<file path="src/rtl/wps_pkg.sv">
package wps_pkg;

  localparam int unsigned NUM_W  = 35;            // widest dividend (km/h numerator)
  localparam int unsigned DEN_W  = 36;            // widest divisor (ten times dt)
  localparam int unsigned QUO_W  = 16;            // quotient bits, saturating
  localparam int unsigned DSH_W  = DEN_W + QUO_W - 1;
  localparam int unsigned PWR_W  = 7;
  localparam int unsigned PNUM_W = 17;            // voltage times 100

  localparam logic [7:0]  MM_PER_PULSE_RST = 8'd49;
  localparam logic [15:0] KMH_SCALE_RST    = 16'd792;
  localparam logic [15:0] SPEED_MIN_RST    = 16'd1000;
  localparam logic [6:0]  POWER_MIN_RST    = 7'd100;
  localparam logic [15:0] SPEED_SAT        = 16'hFFFF;

  // Register word index taken from paddr[2].
  localparam logic REG_MM_PER_PULSE = 1'b0;
  localparam logic REG_KMH_SCALE    = 1'b1;

  localparam logic ACT_START  = 1'b0;
  localparam logic ACT_SAMPLE = 1'b1;

  typedef enum logic [2:0] {
    S_IDLE,
    S_PREP,
    S_MUL,
    S_LOAD_MM,
    S_DIV_MM,
    S_LOAD_KMH,
    S_DIV_KMH,
    S_DONE
  } state_t;

endpackage

</file>
<file path="src/rtl/wheel_pulse_speed_statistics.sv">
// Start word: goes straight to S_DONE. Only S_IDLE accepts a word, so words never overlap.
// Sample word: S_PREP, S_MUL, S_LOAD_MM, S_DIV_MM, S_LOAD_KMH, S_DIV_KMH, then S_DONE.
// One shared radix-2 divider runs 16 quotient steps for mm/s
// and then 16 for km/h; the power quotient runs alongside in 7 steps.
// A waiting result holds the block in its final state until the output register is free.
// rst_n is synchronous, active low: it resets control, totals, statistics and config registers.
module wheel_pulse_speed_statistics (
  input  logic        clk,
  input  logic        rst_n,
  input  logic        psel,
  input  logic        penable,
  input  logic        pwrite,
  input  logic [2:0]  paddr,
  input  logic [31:0] pwdata,
  output logic [31:0] prdata,
  output logic        pready,
  input  logic        in_valid,
  output logic        in_ready,
  input  logic        in_action,
  input  logic [7:0]  in_pulse_count,
  input  logic [31:0] in_time_ms,
  input  logic [9:0]  in_voltage_raw,
  output logic        out_valid,
  input  logic        out_ready,
  output logic [31:0] out_total_pulses,
  output logic [31:0] out_total_distance_mm,
  output logic [15:0] out_speed_mm_per_s,
  output logic [15:0] out_speed_kmh,
  output logic [6:0]  out_power_percent,
  output logic [15:0] out_avg_speed_kmh,
  output logic [15:0] out_max_speed_kmh,
  output logic [15:0] out_min_speed_kmh,
  output logic [6:0]  out_max_power_percent,
  output logic [6:0]  out_min_power_percent
);

  wps_pkg::state_t state_r, state_nxt;

  logic [7:0]  mm_per_pulse_r;
  logic [15:0] kmh_scale_r;

  logic [31:0] ref_time_r;
  logic [31:0] dist_total_r;
  logic [31:0] pulse_total_r;
  logic [15:0] avg_r;
  logic [15:0] max_spd_r;
  logic [15:0] min_spd_r;
  logic [6:0]  max_pwr_r;
  logic [6:0]  min_pwr_r;

  logic        action_r;
  logic [7:0]  pulses_r;
  logic [31:0] now_r;
  logic [9:0]  volt_r;
  logic [15:0] d_r;
  logic [31:0] dt_r;
  logic [31:0] prod_r;
  logic [wps_pkg::NUM_W-1:0] nkmh_r;
  logic [15:0] spd_mm_r;

  logic [wps_pkg::NUM_W-1:0] rem_r;
  logic [wps_pkg::DSH_W-1:0] dsh_r;
  logic [wps_pkg::QUO_W-1:0] q_r;
  logic        sat_r;
  logic [3:0]  cnt_r;

  logic [wps_pkg::PNUM_W-1:0] pw_rem_r;
  logic [wps_pkg::PNUM_W-1:0] pw_dsh_r;
  logic [wps_pkg::PWR_W-1:0]  pw_q_r;

  logic        out_valid_r;
  logic [31:0] o_pulses_r, o_dist_r;
  logic [15:0] o_spd_mm_r, o_spd_kmh_r, o_avg_r, o_max_spd_r, o_min_spd_r;
  logic [6:0]  o_pwr_r, o_max_pwr_r, o_min_pwr_r;

  logic        cfg_wr;
  logic        in_acc;
  logic        out_free;
  logic        div_load;
  logic [wps_pkg::NUM_W-1:0] div_n;
  logic [wps_pkg::DEN_W-1:0] div_d;
  logic        div_ge;
  logic        pw_ge;
  logic [15:0] spd_kmh;
  logic [16:0] avg_sum;

  assign pready   = 1'b1;
  assign cfg_wr   = psel && penable && pwrite;
  assign in_ready = (state_r == wps_pkg::S_IDLE);
  assign in_acc   = in_valid && in_ready;
  assign out_free = !out_valid_r || out_ready;

  always_comb begin
    prdata = '0;
    case (paddr[2])
      wps_pkg::REG_MM_PER_PULSE: prdata = {24'd0, mm_per_pulse_r};
      wps_pkg::REG_KMH_SCALE:    prdata = {16'd0, kmh_scale_r};
      default:                   prdata = '0;
    endcase
  end

  // Divider operands: first the mm/s quotient, then the km/h quotient.
  always_comb begin
    div_load = 1'b0;
    div_n    = '0;
    div_d    = '0;
    if (state_r == wps_pkg::S_LOAD_MM) begin
      div_load = 1'b1;
      div_n    = wps_pkg::NUM_W'(d_r) * wps_pkg::NUM_W'(1000);
      div_d    = wps_pkg::DEN_W'(dt_r);
    end else if (state_r == wps_pkg::S_LOAD_KMH) begin
      div_load = 1'b1;
      div_n    = nkmh_r;
      div_d    = (wps_pkg::DEN_W'(dt_r) << 3) + (wps_pkg::DEN_W'(dt_r) << 1);
    end
  end

  assign div_ge  = {16'd0, rem_r} >= dsh_r;
  assign pw_ge   = pw_rem_r >= pw_dsh_r;
  assign spd_kmh = sat_r ? wps_pkg::SPEED_SAT : q_r;
  assign avg_sum = {1'b0, avg_r} + {1'b0, spd_kmh};

  always_comb begin
    state_nxt = state_r;
    case (state_r)
      wps_pkg::S_IDLE: begin
        if (in_acc) begin
          state_nxt = (in_action == wps_pkg::ACT_START) ? wps_pkg::S_DONE : wps_pkg::S_PREP;
        end
      end
      wps_pkg::S_PREP:     state_nxt = wps_pkg::S_MUL;
      wps_pkg::S_MUL:      state_nxt = wps_pkg::S_LOAD_MM;
      wps_pkg::S_LOAD_MM:  state_nxt = wps_pkg::S_DIV_MM;
      wps_pkg::S_DIV_MM: begin
        if (cnt_r == 4'd0) state_nxt = wps_pkg::S_LOAD_KMH;
      end
      wps_pkg::S_LOAD_KMH: state_nxt = wps_pkg::S_DIV_KMH;
      wps_pkg::S_DIV_KMH: begin
        if (cnt_r == 4'd0) state_nxt = wps_pkg::S_DONE;
      end
      wps_pkg::S_DONE: begin
        if (out_free) state_nxt = wps_pkg::S_IDLE;
      end
      default:             state_nxt = wps_pkg::S_IDLE;
    endcase
  end

  always_ff @(posedge clk) begin
    if (!rst_n) begin
      state_r <= wps_pkg::S_IDLE;
    end else begin
      state_r <= state_nxt;
    end
  end

  always_ff @(posedge clk) begin
    if (!rst_n) begin
      mm_per_pulse_r <= wps_pkg::MM_PER_PULSE_RST;
      kmh_scale_r    <= wps_pkg::KMH_SCALE_RST;
    end else if (cfg_wr) begin
      case (paddr[2])
        wps_pkg::REG_MM_PER_PULSE: mm_per_pulse_r <= pwdata[7:0];
        wps_pkg::REG_KMH_SCALE:    kmh_scale_r    <= pwdata[15:0];
        default: ;
      endcase
    end
  end

  // Operand path and serial dividers; these registers carry no reset.
  always_ff @(posedge clk) begin
    if (in_acc) begin
      action_r <= in_action;
      pulses_r <= in_pulse_count;
      now_r    <= in_time_ms;
      volt_r   <= in_voltage_raw;
    end
    if (state_r == wps_pkg::S_PREP) begin
      d_r      <= 16'(pulses_r) * 16'(mm_per_pulse_r);
      dt_r     <= now_r - ref_time_r;
      pw_rem_r <= wps_pkg::PNUM_W'(volt_r) * wps_pkg::PNUM_W'(100);
      pw_dsh_r <= wps_pkg::PNUM_W'(1023) << (wps_pkg::PWR_W - 1);
      pw_q_r   <= '0;
    end
    if (state_r == wps_pkg::S_MUL) begin
      prod_r <= 32'(d_r) * 32'(kmh_scale_r);
    end
    if (state_r == wps_pkg::S_LOAD_MM) begin
      nkmh_r <= wps_pkg::NUM_W'(prod_r) + (wps_pkg::NUM_W'(dt_r) << 2) + wps_pkg::NUM_W'(dt_r);
    end
    if (state_r == wps_pkg::S_LOAD_KMH) begin
      spd_mm_r <= sat_r ? wps_pkg::SPEED_SAT : q_r;
    end
    if (div_load) begin
      // A quotient of 2^16 or more saturates; a zero divisor always lands here.
      rem_r <= div_n;
      dsh_r <= {div_d, {(wps_pkg::QUO_W-1){1'b0}}};
      sat_r <= {17'd0, div_n} >= {div_d, {wps_pkg::QUO_W{1'b0}}};
      q_r   <= '0;
      cnt_r <= 4'(wps_pkg::QUO_W - 1);
    end else if (state_r == wps_pkg::S_DIV_MM || state_r == wps_pkg::S_DIV_KMH) begin
      if (div_ge) rem_r <= rem_r - dsh_r[wps_pkg::NUM_W-1:0];
      q_r   <= {q_r[wps_pkg::QUO_W-2:0], div_ge};
      dsh_r <= dsh_r >> 1;
      cnt_r <= cnt_r - 4'd1;
    end
    // The power quotient is below 128, so seven steps during the first divide suffice.
    if (state_r == wps_pkg::S_DIV_MM && cnt_r >= 4'd9) begin
      if (pw_ge) pw_rem_r <= pw_rem_r - pw_dsh_r;
      pw_q_r   <= {pw_q_r[wps_pkg::PWR_W-2:0], pw_ge};
      pw_dsh_r <= pw_dsh_r >> 1;
    end
  end

  always_ff @(posedge clk) begin
    if (!rst_n) begin
      ref_time_r    <= '0;
      dist_total_r  <= '0;
      pulse_total_r <= '0;
      avg_r         <= '0;
      max_spd_r     <= '0;
      min_spd_r     <= wps_pkg::SPEED_MIN_RST;
      max_pwr_r     <= '0;
      min_pwr_r     <= wps_pkg::POWER_MIN_RST;
      out_valid_r   <= 1'b0;
    end else begin
      if (out_valid_r && out_ready) out_valid_r <= 1'b0;
      if (state_r == wps_pkg::S_DONE && out_free) begin
        out_valid_r <= 1'b1;
        ref_time_r  <= now_r;
        o_avg_r     <= avg_r;
        o_max_spd_r <= max_spd_r;
        o_min_spd_r <= min_spd_r;
        o_max_pwr_r <= max_pwr_r;
        o_min_pwr_r <= min_pwr_r;
        if (action_r == wps_pkg::ACT_START) begin
          dist_total_r  <= '0;
          pulse_total_r <= '0;
          o_pulses_r    <= '0;
          o_dist_r      <= '0;
          o_spd_mm_r    <= '0;
          o_spd_kmh_r   <= '0;
          o_pwr_r       <= '0;
        end else begin
          dist_total_r  <= dist_total_r + 32'(d_r);
          pulse_total_r <= pulse_total_r + 32'(pulses_r);
          avg_r         <= avg_sum[16:1];
          o_pulses_r    <= pulse_total_r + 32'(pulses_r);
          o_dist_r      <= dist_total_r + 32'(d_r);
          o_spd_mm_r    <= spd_mm_r;
          o_spd_kmh_r   <= spd_kmh;
          o_pwr_r       <= pw_q_r;
          o_avg_r       <= avg_sum[16:1];
          if (spd_kmh > max_spd_r) begin
            max_spd_r   <= spd_kmh;
            o_max_spd_r <= spd_kmh;
          end
          if (spd_kmh < min_spd_r) begin
            min_spd_r   <= spd_kmh;
            o_min_spd_r <= spd_kmh;
          end
          if (pw_q_r > max_pwr_r) begin
            max_pwr_r   <= pw_q_r;
            o_max_pwr_r <= pw_q_r;
          end
          if (pw_q_r < min_pwr_r) begin
            min_pwr_r   <= pw_q_r;
            o_min_pwr_r <= pw_q_r;
          end
        end
      end
    end
  end

  assign out_valid             = out_valid_r;
  assign out_total_pulses      = o_pulses_r;
  assign out_total_distance_mm = o_dist_r;
  assign out_speed_mm_per_s    = o_spd_mm_r;
  assign out_speed_kmh         = o_spd_kmh_r;
  assign out_power_percent     = o_pwr_r;
  assign out_avg_speed_kmh     = o_avg_r;
  assign out_max_speed_kmh     = o_max_spd_r;
  assign out_min_speed_kmh     = o_min_spd_r;
  assign out_max_power_percent = o_max_pwr_r;
  assign out_min_power_percent = o_min_pwr_r;

`ifndef NO_ASSERTIONS
  a_avg_le_max: assert property (@(posedge clk) disable iff (!rst_n)
    avg_r <= max_spd_r)
    else $error("running average exceeds maximum speed");

  a_pwr_range: assert property (@(posedge clk) disable iff (!rst_n)
    max_pwr_r <= 7'd100 && min_pwr_r <= 7'd100)
    else $error("power statistic above 100 percent");

  a_zero_dt_sat: assert property (@(posedge clk) disable iff (!rst_n)
    (state_r == wps_pkg::S_DIV_MM && dt_r == 32'd0) |-> sat_r)
    else $error("zero interval did not saturate");

  a_div_done: assert property (@(posedge clk) disable iff (!rst_n)
    (state_r == wps_pkg::S_DIV_KMH && state_nxt == wps_pkg::S_DONE) |-> cnt_r == 4'd0)
    else $error("divider left before all quotient steps");

  a_one_at_a_time: assert property (@(posedge clk) disable iff (!rst_n)
    in_acc |=> !in_ready)
    else $error("second word accepted while one is in progress");
`endif

endmodule
</file>
<file path="config.mk">
export PLATFORM = sky130hd
export DESIGN_NAME = wheel_pulse_speed_statistics
export DESIGN_NICKNAME = d
export VERILOG_FILES = /design/src/rtl/wps_pkg.sv /design/src/rtl/wheel_pulse_speed_statistics.sv
export SDC_FILE = /design/constraint.sdc
export NUM_CORES = 2
export LEC_CHECK = 0
export ABC_CLOCK_PERIOD_IN_PS = 12660
export BUFFER_PORTS_ARGS = -buffer_cell sky130_fd_sc_hd__buf_2
export CELL_PAD_IN_SITES_DETAIL_PLACEMENT = 2
export CELL_PAD_IN_SITES_GLOBAL_PLACEMENT = 2
export CORE_MARGIN = 2
export CORE_UTILIZATION = 40
export DETAILED_ROUTE_END_ITERATION = 10
export PLACE_DENSITY = 0.84
export SETUP_SLACK_MARGIN = 0.3
export SYNTH_ARGS = -nofsm -noshare
export SYNTH_HDL_FRONTEND = slang
export SYNTH_SLANG_ARGS = --single-unit
</file>
<file path="constraint.sdc">
create_clock -name clk -period 12.66 [get_ports clk]
set_input_delay 0 -clock clk [delete_from_list [all_inputs] [get_ports clk]]
set_output_delay 0 -clock clk [all_outputs]
set_load 0.05 [all_outputs]
</file>
# Yosys cells after proc, flatten, opt, wreduce, memory -nomap -nowiden
# Cells that the tools add are included.
dict set report word_totals {
  ff_bits 680
  inputBits 93
  output_inout_bits 200
  wordCells 134
}
dict set report classes {
  addsub 10
  mul 4
  magnitude_cmp 8
  n_eq_ne 11
  muxes 39
  bitwise_logic 1
  n_reduce_logical 20
}
# operator count
set ops {}
lappend ops {{2-to-1 mux 35 bit} 5}
lappend ops {{2-to-1 mux 16 bit} 7}
lappend ops {{2-to-1 mux 51 bit} 2}
lappend ops {{2-to-1 mux 36 bit} 2}
lappend ops {{2-to-1 mux 32 bit} 2}
lappend ops {{case mux 32 bit (2 select lines)} 1}
lappend ops {{greater-or-equal comparator 35 x 52 -> 1 bit} 1}
lappend ops {{greater-or-equal comparator 35 x 51 -> 1 bit} 1}
lappend ops {{2-to-1 mux 17 bit} 3}
lappend ops {{2-to-1 mux 7 bit} 6}
lappend ops {{adder 35 x 33 -> 36 bit} 1}
lappend ops {{adder 32 x 34 -> 35 bit} 1}
lappend ops {{adder 35 x 32 -> 35 bit} 1}
lappend ops {{subtractor 35 bit} 1}
lappend ops {{adder 32 x 16 -> 32 bit} 1}
lappend ops {{adder 32 x 8 -> 32 bit} 1}
lappend ops {{multiplier 16 x 16 -> 32 bit} 1}
lappend ops {{subtractor 32 bit} 1}
lappend ops {{case mux 3 bit (8 select lines)} 1}
lappend ops {{multiplier 16 x 7 -> 23 bit, second input constant} 1}
lappend ops {{adder 16 x 16 -> 17 bit} 1}
lappend ops {{greater-or-equal comparator 17 x 16 -> 1 bit} 1}
lappend ops {{subtractor 17 x 16 -> 17 bit} 1}
lappend ops {{greater-than comparator 16 bit} 1}
lappend ops {{24 further kinds} 49}

# Longest topological paths before layout
dict set report depth {
  depth_word 5
  depth_mapped 30
  depth_no_buf 28
}

# Worst setup path before layout
# OpenSTA, ideal clock, no wires.
dict set report synth_path {
  path_kind {flip-flop to flip-flop}
  from {reg state_r[2]}
  to {reg o_avg_r[0], in the netlist out_avg_speed_kmh[0] (enable)}
  setup_ps 695
  arrival_time_ps 8233
  t_required_ps 11965
  slack_ps 3732
  stages_incl_launch_ff 7
  path_buffers 3
  synth_period_minus_slack_ps 8928
  cell_sequence {dfxtp_1 clkbuf_1 nand3_1 nand2b_1 clkbuf_1 buf_1 nor2_1}
}
dict set report synth_via {
  elab_chain_len 3
}
# item line_no
set synth_rtl {}
lappend synth_rtl {{from (decl)} wheel_pulse_speed_statistics.sv:37} ;# wps_pkg::state_t state_r, state_nxt;
lappend synth_rtl {{from (signal assigned)} wheel_pulse_speed_statistics.sv:150} ;# state_r <= wps_pkg::S_IDLE;
lappend synth_rtl {{from (signal assigned)} wheel_pulse_speed_statistics.sv:152} ;# state_r <= state_nxt;
lappend synth_rtl {{equality test 3 bit} wheel_pulse_speed_statistics.sv:227} ;# if (state_r == wps_pkg::S_DONE && out_free) begin
lappend synth_rtl {{logical AND 1 bit} wheel_pulse_speed_statistics.sv:227}
lappend synth_rtl {{AND reduction 2 bit (no source line)} n/a}
lappend synth_rtl {{to (signal assigned)} wheel_pulse_speed_statistics.sv:230} ;# o_avg_r <= avg_r;
lappend synth_rtl {{to (signal assigned)} wheel_pulse_speed_statistics.sv:252} ;# o_avg_r <= avg_sum[16:1];
lappend synth_rtl {{to (decl)} wheel_pulse_speed_statistics.sv:73} ;# logic [15:0] o_spd_mm_r, o_spd_kmh_r, o_avg_r, o_max_spd_r, o_min_spd_r;
# No other way between the ends.
# A chain may end at the register's enable or synchronous reset.

# Worst setup path after layout
dict set report layout_path {
  from {reg d_r[4]}
  to {reg sat_r, data pin}
}
dict set report layout_via {
  elab_chain_len 3
}
# item line_no
set layout_rtl {}
lappend layout_rtl {{from (decl)} wheel_pulse_speed_statistics.sv:55} ;# logic [15:0] d_r;
lappend layout_rtl {{from (signal assigned)} wheel_pulse_speed_statistics.sv:178} ;# d_r <= 16'(pulses_r) * 16'(mm_per_pulse_r);
lappend layout_rtl {{multiplier 16 x 7 -> 23 bit} wheel_pulse_speed_statistics.sv:109} ;# div_n = wps_pkg::NUM_W'(d_r) * wps_pkg::NUM_W'(1000);
lappend layout_rtl {{2-to-1 mux 35 bit} wheel_pulse_speed_statistics.sv:107} ;# if (state_r == wps_pkg::S_LOAD_MM) begin
lappend layout_rtl {{greater-or-equal comparator 35 x 52 -> 1 bit} wheel_pulse_speed_statistics.sv:197} ;# sat_r <= {17'd0, div_n} >= {div_d, {wps_pkg::QUO_W{1'b0}}};
lappend layout_rtl {{to (signal assigned)} wheel_pulse_speed_statistics.sv:197}
lappend layout_rtl {{to (decl)} wheel_pulse_speed_statistics.sv:64} ;# logic sat_r;
# No other way between the ends.

==> metrics.txt <==
FILL cells 12933; Pins Over Slew Limit 0; drt wl/cell 30.38 um; number of port buffers 257; Final Skew 0.06606 ns; die area 127900 um2; largest net degree at the start of global routing 86; maximum capacitance violations 0; most common cell after layout, fill and taps aside nand2_1; Post-synth EDFFs 442; WL met2 111200 um; Starting Density 40.35%; CTS tree built; top_reg_cell synth edfxtp_1; Yosys top cell area share 26.54%; fmax 0.09660 GHz; Final WS setup 2.308 ns; die height 357.6 um; vias in the first global route 50220; crit start category flop; Root Driver clkbuf_16; setup violators final 0; Synth Cell Area 50020 um2; Vias/cell 6.037; Clock Pin Slew Worst Setup and Hold Paths 0.07 ns; core area 124000 um2; DR iter-0 viols 3621; grt total ovfl 0; CTS buffer count 86; I/O pin cnt 293; Clock Sinks 680; Slew @ Worst Pin 1.338 ns; Yosys top cell by area edfxtp_1; Syn-to-layout area delta 14.32%; Max-slew headroom 10.45%; met1 wire length 78330 um; setup tns final 0 ns; synth warn 0; sequential cell area fraction in the yosys report 36.06%; post-place setup slack 3.466 ns; max layer used met5; first-pass GRT wire length 328600 um; Worst Setup SP d_r[4]; FF/Latch Area 18040 um2; unrepaired setup endpoints after global routing false; HP Class primary input to flop; Core Rows 129; Setup Buffers After CTS 0; Final GP Congestion 0.8690; detailed placement HPWL 128400 um; min cycle time layout 10.35 ns; Worst Path Arrival 10.82 ns; Hold Fails Final Rpt 0; DR DRC count 0; H-tree depth 3; Worst Path Max Fanout 21; final worst-path cycle share 81.77%; Seq cells post-synth 680; initial antenna violation count 7; Avg Synthesized Cell Area 9.659 um2; commonest cells after routing, fill and taps aside nand2_1, inv_1, ha_1; vias 43545; metal3 WL 13920 um; Post-synth ARST share 0%; WS Path Type flop to flop; Global Route Usage Sum 34.04%; area of the multi-input gates 28970 um2; count of unique library cells instantiated by Yosys 84; Final #Nets 6397; status complete, no violations; first-pass iteration count of the detailed router 8; top post-synthesis cells by area edfxtp_1, fa_1, ha_1, dfxtp_1, nand2_1; CP max stage cell fa_1; post-synthesis cell count 5178; HP Start in_pulse_count[2]; later-pin clock latency in the skew report 0.75 ns; Routed WL 219200 um; clock buffer depth 3; Critical Path RT 13.13 ns; post-route ant nets 0; layout cells sized above 1 9.347%; reg2reg start d_r[4]; CP peak stage delay 0.64 ns; Die Wd 357.6 um; crit end category flop
-- critical path: cells and delay by family (launching register included) --
| family | cells | cell delay (ns) |
|---|---|---|
| adders and majority gates | 6 | 2.80 |
| buffers and inverters | 3 | 0.60 |
| xor gates and xnor gates | 1 | 0.21 |
| AOI/OAI and AO/OA | 8 | 2.88 |
| and+or+nand+nor | 11 | 3.25 |
| DFF | 1 | 0.34 |
-- cell families (layout without fill, tap and decap cells) --
logic type      count (synthesis)  count (layout)  synth area share, %
flops                         680             680                36.06
simple gates                 1529            1529                14.09
fa+ha+maj                     803             803                25.00
xor+xnor                      251             251                4.395
mux                            36              36               0.7855
other cells                     2              19              0.01501
compound gates               1071            1071                13.42
buf+inv                       806            1187                6.236
-- cell usage after synthesis, types with 34 or more instances --
cell and count:
dfxtp_1 238, a211oi_1 43, xnor2_1 161, a22oi_1 37, clkbuf_1 174, o21a_1 44
nand4_1 34, nand3_1 80, nor3_1 51, o21ai_0 232, nor2b_1 42, nor2_1 280
a21oi_1 362, a21o_1 146, o21bai_1 38, xor2_1 90, ha_1 476, inv_1 583
edfxtp_1 442, a31oi_1 36, fa_1 327, and2_1 204, nand2_1 687, nand2b_1 40
-- registers in the layout (all words and copies together) (netlist names), 32 cells and up --
register,count
nkmh_r,35
out_total_distance_mm,32
dist_total_r,32
dsh_r,51
prod_r,32
now_r,32
dt_r,32
pulse_total_r,32
rem_r,35
out_total_pulses,32
ref_time_r,32
-- layout make-up --
class,count,share of cell area (%)
Antenna cell,2,0.008753
Clock buffer,125,4.344
Clock inverter,36,0.7965
Inverter,587,3.862
Multi-Input combinational cell,3707,50.67
Sequential cell,680,31.55
Tap cell,1637,3.582
Timing Repair Buffer,439,5.195
-- per-stage QoR --
stage	utilization (%)	area, um2	hold slack (ns)	std cells
floorplan	-	50070	0.09887	5193
global placement	42.73	52960	0.1762	6923
detailed placement	42.73	52960	0.1784	6923
CTS	46.12	57170	0.0004360	7211
global route	46.12	57170	0.03182	7211
finish	46.13	57180	0.01699	7213
-- layer usage --
metal / global-route usage (%) / vias to the layer above
met1: 37.19 / 22321
met4: 21.54 / 8
li1: - / 18207
met3: 6.580 / 942
met5: 0 / -
met2: 60.50 / 2067
-- worst paths after layout --
path	end	slack, ns	cells past startpoint
worst min register to register	ref_time_r[9]	0.46	2
worst min-delay path	pulses_r[2]	0.02	2
worst max-delay path	sat_r	2.31	29
worst max register to register	sat_r	2.31	29
-- timing repair --
action,4_1_cts,5_1_grt
setup endpoints to repair,0,0
hold endpoints to repair,101,0
resized for setup,0,0
hold buffers,127,0
Power is not shown: default switching activity piles up to over one toggle a cycle in this logic, so the estimate is an artifact.
